<file path="src/hw/rtl/hsrt_pkg.sv">
// shared types, constants and control structs for the hashed symbol reference table
package hsrt_pkg;

  localparam int TABLE_DEPTH = 128;
  // power of two, the bucket is taken from the low key bits
  localparam int BUCKETS     = 64;

  localparam int IDX_W = $clog2(TABLE_DEPTH);
  localparam int CNT_W = IDX_W + 1;
  localparam int BKT_W = $clog2(BUCKETS);
  localparam int KEY_W = 32;
  localparam int REF_W = 8;
  localparam int ENT_W = KEY_W + IDX_W;

  typedef enum logic [2:0] {
    KIND_IDENT  = 3'd0,
    KIND_CONST  = 3'd1,
    KIND_STRING = 3'd2,
    KIND_LABEL  = 3'd3,
    KIND_CLEAR  = 3'd4
  } kind_t;

  localparam logic [1:0] SEEK_MAY  = 2'd0;
  localparam logic [1:0] SEEK_MUST = 2'd1;
  localparam logic [1:0] SEEK_NEW  = 2'd2;

  localparam logic [1:0] ERR_NONE  = 2'd0;
  localparam logic [1:0] ERR_UNDEF = 2'd1;
  localparam logic [1:0] ERR_REDEF = 2'd2;
  localparam logic [1:0] ERR_OVF   = 2'd3;

  localparam logic [7:0] CH_CONST  = 8'h63;
  localparam logic [7:0] CH_LABEL  = 8'h6C;
  localparam logic [7:0] CH_GLOBAL = 8'h67;
  localparam logic [7:0] CH_SQUOTE = 8'h27;
  localparam logic [7:0] CH_DQUOTE = 8'h22;

  typedef enum logic [3:0] {
    ST_IDLE,
    ST_DISPATCH,
    ST_HEAD_LD,
    ST_WALK_RD,
    ST_WALK_CMP,
    ST_MISS,
    ST_INS_PREV,
    ST_ALLOC,
    ST_DONE
  } state_t;

  typedef struct packed {
    logic accept;
    logic head_rd;
    logic head_ld;
    logic const_ld;
    logic entry_rd;
    logic walk_step;
    logic set_found;
    logic set_ovf;
    logic ins_new;
    logic ins_prev;
    logic alloc;
    logic clear;
    logic out_load;
  } hsrt_cmd_t;

  typedef struct packed {
    kind_t kind;
    logic  cur_zero;
    logic  key_eq;
    logic  key_gt;
    logic  prev_zero;
    logic  full;
    logic  out_free;
  } hsrt_sts_t;

endpackage

</file>
<file path="src/hw/rtl/hsrt_ctrl.sv">
// sequencing state machine for lookup, insert and allocation
module hsrt_ctrl import hsrt_pkg::*; (
  input  logic      clk,
  input  logic      rst_n,
  input  logic      in_valid,
  output logic      in_stall,
  input  hsrt_sts_t sts,
  output hsrt_cmd_t cmd
);

  state_t state_r, state_nxt;

  always_ff @(posedge clk) begin
    if (!rst_n) begin
      state_r <= ST_IDLE;
    end else begin
      state_r <= state_nxt;
    end
  end

  always_comb begin
    state_nxt = state_r;
    unique case (state_r)
      ST_IDLE: begin
        if (in_valid) state_nxt = ST_DISPATCH;
      end
      ST_DISPATCH: begin
        unique case (sts.kind) inside
          KIND_IDENT:               state_nxt = ST_HEAD_LD;
          KIND_CONST:               state_nxt = ST_WALK_RD;
          KIND_STRING, KIND_LABEL:  state_nxt = ST_ALLOC;
          default:                  state_nxt = ST_DONE;
        endcase
      end
      ST_HEAD_LD: state_nxt = ST_WALK_RD;
      ST_WALK_RD: begin
        state_nxt = sts.cur_zero ? ST_MISS : ST_WALK_CMP;
      end
      ST_WALK_CMP: begin
        if (sts.key_eq) state_nxt = ST_DONE;
        else if (sts.key_gt) state_nxt = ST_MISS;
        else state_nxt = ST_WALK_RD;
      end
      ST_MISS: begin
        if (sts.full || sts.prev_zero) state_nxt = ST_DONE;
        else state_nxt = ST_INS_PREV;
      end
      ST_INS_PREV: state_nxt = ST_DONE;
      ST_ALLOC:    state_nxt = ST_DONE;
      ST_DONE: begin
        if (sts.out_free) state_nxt = ST_IDLE;
      end
      default: state_nxt = ST_IDLE;
    endcase
  end

  always_comb begin
    cmd      = '0;
    in_stall = 1'b1;
    unique case (state_r)
      ST_IDLE: begin
        in_stall   = 1'b0;
        cmd.accept = in_valid;
      end
      ST_DISPATCH: begin
        unique case (sts.kind)
          KIND_IDENT: cmd.head_rd  = 1'b1;
          KIND_CONST: cmd.const_ld = 1'b1;
          KIND_CLEAR: cmd.clear    = 1'b1;
          default:    cmd.head_rd  = 1'b0;
        endcase
      end
      ST_HEAD_LD: cmd.head_ld = 1'b1;
      ST_WALK_RD: cmd.entry_rd = !sts.cur_zero;
      ST_WALK_CMP: begin
        cmd.set_found = sts.key_eq;
        cmd.walk_step = !sts.key_eq && !sts.key_gt;
      end
      ST_MISS: begin
        cmd.set_ovf = sts.full;
        cmd.ins_new = !sts.full;
      end
      ST_INS_PREV: cmd.ins_prev = 1'b1;
      ST_ALLOC: begin
        cmd.set_ovf = sts.full;
        cmd.alloc   = !sts.full;
      end
      ST_DONE: cmd.out_load = sts.out_free;
      default: cmd = '0;
    endcase
  end

  // a compare always follows the entry read that feeds it
  assert property (@(posedge clk) disable iff (!rst_n)
    state_r == ST_WALK_CMP |-> $past(state_r) == ST_WALK_RD)
    else $error("compare without entry read");

  // a link patch only follows the insert of a new entry
  assert property (@(posedge clk) disable iff (!rst_n)
    state_r == ST_INS_PREV |-> $past(state_r) == ST_MISS && !$past(sts.full))
    else $error("link patch without insert");

  // an allocation never happens while the table is full
  assert property (@(posedge clk) disable iff (!rst_n)
    (cmd.ins_new || cmd.alloc) |-> !sts.full)
    else $error("allocation on full table");

endmodule

</file>
<file path="config.mk">
export PLATFORM = sky130hd
export DESIGN_NAME = hsrt_ctrl
export DESIGN_NICKNAME = d
export VERILOG_FILES = /design/src/hw/rtl/hsrt_pkg.sv /design/src/hw/rtl/hsrt_ctrl.sv
export SDC_FILE = /design/constraint.sdc
export NUM_CORES = 1
export LEC_CHECK = 0
export ABC_AREA = 1
export ABC_CLOCK_PERIOD_IN_PS = 2900
export BUFFER_PORTS_ARGS = -buffer_cell sky130_fd_sc_hd__buf_2
export CORE_AREA = 8 8 45 47
export CTS_CLUSTER_SIZE = 30
export DETAILED_ROUTE_END_ITERATION = 6
export DIE_AREA = 0 0 53 55
export PLACE_DENSITY_LB_ADDON = 0.05
export SETUP_SLACK_MARGIN = 0.05
export SLEW_MARGIN = 30
export SYNTH_ARGS = -nofsm -noshare
export SYNTH_HDL_FRONTEND = slang
export SYNTH_SLANG_ARGS = --single-unit
</file>
<file path="constraint.sdc">
create_clock -name clk -period 2.9 [get_ports clk]
set_input_delay 0.58 -clock clk [delete_from_list [all_inputs] [get_ports clk]]
set_output_delay 0.58 -clock clk [all_outputs]
set_load 0.02 [all_outputs]
</file>
* Word level (Yosys, flattened, before mapping)
Index checks and enable logic that the tools add are counted.
** Cells by class
- Equality and inequality tests :: 14
- Mux-type cells :: 24
- Reduce and logical (&&, ||, !) cells :: 12
** Operator list (number)
- $pmux 4 s8 :: 1
- $eq 4x3->1 const B :: 4
- $mux 1 :: 16
- $mux 4 :: 4
- $pmux 4 s3 :: 1
- $eq 4x2->1 const B :: 2
- $eq 3x2->1 const B :: 2
- $reduce_or 2->1 :: 3
- $eq 4x1->1 const B :: 1
- $eq 4x4->1 const B :: 1
- $logic_not 1->1 :: 4
- $logic_not 4->1 :: 1
- $ne 2x2->1 const B :: 2
- $eq 3x1->1 const B :: 1
- $eq 3x3->1 const B :: 1
- $logic_not 3->1 :: 1
- $mux 3 :: 1
- $mux 2 :: 1
- $reduce_and 2->1 :: 1
- $logic_and 1x1->1 :: 1
- $logic_or 1x1->1 :: 1
** Storage, ports and cells
- Register bits :: 4
- Input bits :: 12
- Output and inout bits :: 14
- Logic and storage cells :: 51

* Logic depth before layout (Yosys ltp)
- Depth after elaboration :: 4
- Gate-level depth with buffers :: 7
- Mapped depth without buffers :: 7

* Worst setup path after synthesis
Ideal clock, no wire load.
- Path kind :: input-to-output
- Start point :: in sts[0] (netlist name)
- End point :: out cmd[0] (netlist name)
- Data arrival time :: 1.294 ns
- Data required time :: 2.320 ns
- Path slack :: 1.026 ns
- Stages on the path :: 2
- Path buffers :: 0
- Path through :: inv_1 nor4_1
** RTL lines
- start: declaration :: line hsrt_ctrl.sv:7 : input hsrt_sts_t sts,
- end: declaration :: line hsrt_ctrl.sv:8 : output hsrt_cmd_t cmd

==> reports/metrics.sh <==
END_KIND='output pin'
FINISH.NET_COUNT=120
DRIVE_ABOVE_1_SHARE_PCT=39.62
YOSYS.AREA_SHARE.XOR_XNOR_PCT=0
IR_WORST_VDD_V=0.0002336
WORST_CLOCK_SKEW_NS=0.0009350
CLOCK_POWER_SHARE_PCT=21.0
SYNTH-ASYNC-RESET-RATIO_PCT=0
PLACE.PORT_BUFFERS=25
TOTAL_WIRE_LENGTH_AFTER_DETAILED_ROUTING_MICRONS=1227
HOLDBUFCOUNTCTS=0
SEQ_POWER_SHARE_PCT=25.9
WL_PER_CELL_MICRONS=10.06
PLACED_CELLS=119
ROW_COUNT=14
HPWL_MICRONS=1098
SETUP_VIOLATIONS=0
POST-CTS-SETUP-BUFFER-COUNT=0
TIMING.FINAL.HOLD_VIOLATIONS=0
YOSYS.AREA_SHARE.SIMPLE_PCT=59.64
FLOORPLAN.IO_PINS=26
GR-TOTAL-OVERFLOW=0
SYNTH_AREA_LEADERS='dfxtp_1 (19%), nand2_1 (15%), nand3_1 (12%)'
HTREE_LEVELS=1
NETSWITCHINGPOWER_W=0.0001468
CLKSINKCOUNT=4
CP_DATA_REQUIRED_TIME_NS=2.32
LARGEST_REGISTERS='state_r x4'
GRT.TOTAL_USAGE_PCT=9.552
SYNTH_TOP_CELL_AREA_SHARE_PCT=19.28
PEAK_FANOUT_ALONG_THE_CRITICAL_PATH=6
YOSYS-TOP-CELLS-COUNT='nand2_1 (17), nor2_1 (13), inv_1 (10), nand3_1 (10), nor2_2 (5)'
SYNTHCELLS=78
FLOORPLAN.DIE_AREA_SQ_MM=0.002915
ROUTE.DETAILED.DRC=0
INITIAL_CORE_UTILIZATION_PCT=30.02
CELLINTERNALPOWER_W=0.0001702
CTS.PATH.MAX_BUFFERS=2
SEQ_AREA_FRAC_SYNTH_PCT=19.28
MAX_FLOP_REGISTER='state_r'
POSTLAYOUTCOREUTIL_PCT=42.13
RUN_STATUS='complete, no violations'
SYN_AREA_PER_CELL_SQ_UM=5.326
P_COMB_SHARE_PCT=53.1
CTS-RESIZED-GATES=0
COMPLEX_GATE_FRACTION_OF_THE_SYNTHESIZED_AREA_PCT=6.325
DETAILEDROUTE.FIRSTITERATIONVIOLATIONS=4
NET_COUNT_SYNTH=90
CAP_VIOL_MAX_COUNT=0
HOLD_CLASS='register to register'
SYNTHDOMINANTAREACELLTYPE='dfxtp_1'
ROUTED_VIA_DENSITY=4.672
YOSYS_MOST_USED_DFF='dfxtp_1'
TIMING.FINAL.CRIT_SHARE_PCT=67.67
COREAREA_SQ_MM=0.001384
WORST_SKEW_PAIR.LATE_LATENCY_NS=0.23
YOSYS_REGISTER_BITS=4
SYNTH_EDF_COUNT=0
NUMCTSBUFFERS=3
RSZ0062_AT_GRT='false'
FLOW.AREA_GROWTH_FROM_SYNTHESIS_PCT=40.36
FINAL.SETUP.TNS_NS=0
SYNTH.CELL_AREA_SQ_UM=415.4
CTS_TREE='done'
GP_CONGESTION=0.7672
SYNTH_CELL_TYPES=19
GRT_FIRST_PASS_WIRELENGTH_MICRONS=2104
SYNTH_FA_HA_AREA_SHARE_PCT=0
MAXSLEWVIOLCOUNT=0
TOTAL_POWER_W=0.0003170
DIE_HEIGHT_MICRONS=55
POWER_SWITCHING_SHARE_PCT=46.30
DRT_PASS1_ITERATIONS=4
LARGEST_REGISTER_FFS=4
SYNTH.MOST_COMMON_CELL='nand2_1'
GRT_PASS1_VIAS=534
LEAKAGEPOWER_nW=0.3664
DIODES=0
PWR_DENSITY_CELL_mW_PER_MM2=543.7
DRTANTENNAVIOLNETS=0
ROUTED-VIA-COUNT=570
WORST_SETUP_PATH_START_KIND='register'
SYNTH_WARNINGS=0
FMAX_GHz=0.5096
CP_DATA_ARRIVAL_TIME_NS=1.38
FINAL.MIN_CLOCK_PERIOD_NS=1.962
SYNTH_TOP_FAMILY_BY_AREA='simple AND/OR/NAND/NOR gates'
CLK_ROOT_BUFFER_CELL='clkbuf_4'
GRT_MAX_DEGREE=8
WORST_SLEW_PIN_SLEW_NS=0.2523
CHIPWIDTH_MICRONS=53
CLKSLEWWORSTSETUPHOLDPATHS_NS=0.03
RELSLEWSLACK_PCT=83.16
ANTENNA_FOUND_INITIAL=0
WORST-SETUP-PATH-TYPE='register to output pin'
POST_LAYOUT_NONFILLER_INSTANCES=122
SYNTHMUXAREASHARE_PCT=0
-- power groups by stage --
stage | sequential (W) | combinational, W | clock (W)
final | 0.0000821 | 0.000168 | 0.0000666
after global routing | 0.0000846 | 0.000191 | 0.0000745
after CTS | 0.0000817 | 0.000171 | 0.0000693
after detailed placement | 0.0000827 | 0.000171 | 0
after global placement | 0.0000827 | 0.000172 | 0
after floorplan | 0.0000799 | 0.000124 | 0
-- final cells by class --
type,instances,area [sq um]
Clock buffer,3,22.52
Inverter,16,61.31
Timing Repair Buffer,25,125.1
Sequential cell,4,80.08
Multi-Input combinational cell,58,274.0
Fill cell,169,800.8
Tap cell,16,20.02
-- cell usage in the layout, fill, tap and decap left out, drive strengths merged, types with 2 or more instances in the layout --
master  Yosys  layout
nor3        3       3
buf         0      25
clkinv      2       2
a21oi       2       2
nor2       18      18
nand3      10      10
clkbuf      0       3
dfxtp       4       4
inv        14      14
nand2      19      19
-- layer usage --
metal | track usage [%] | routed length (microns)
met1 | 11.67 | 543
met2 | 14.45 | 549
met3 | 3.209 | 127
met4 | 5.172 | 6
met5 | 0 | 0
-- critical path: stages (launching register included) --
cell     delay (ns)
dfxtp_1        0.43
nand2_2        0.11
nor2_2         0.15
nand2_1        0.10
nor3b_1        0.17
buf_2          0.19
-- metrics by stage --
stage	setup slack [ns]	instance area, sq um	hold slack [ns]
finish	0.9376	583.1	0.5840
detailed placement	1.069	560.5	0.5814
floorplan	1.026	415.4	0.5379
CTS	0.9284	583.1	0.5875
global placement	1.078	560.5	0.5911
global route	0.7902	583.1	0.6364
-- final timing paths --
kind	cells after the start	startpoint	endpoint	slack, ns
worst max register to register	5	state_r[0]$_SDFFE_PN0P_	state_r[0]$_SDFFE_PN0P_	1.75
worst min-delay path	2	state_r[3]$_SDFFE_PN0P_	state_r[3]$_SDFFE_PN0P_	0.58
worst min register to register	2	state_r[3]$_SDFFE_PN0P_	state_r[3]$_SDFFE_PN0P_	0.58
worst max-delay path	5	state_r[0]$_SDFFE_PN0P_	cmd[9]	0.94
-- kinds of logic (layout without fill, tap and decap cells) --
kind of cell | after synthesis | after routing
simple gates | 54 | 54
buf+inv | 16 | 44
compound gates | 4 | 4
flops | 4 | 4
(Power assumes the default switching activity.)
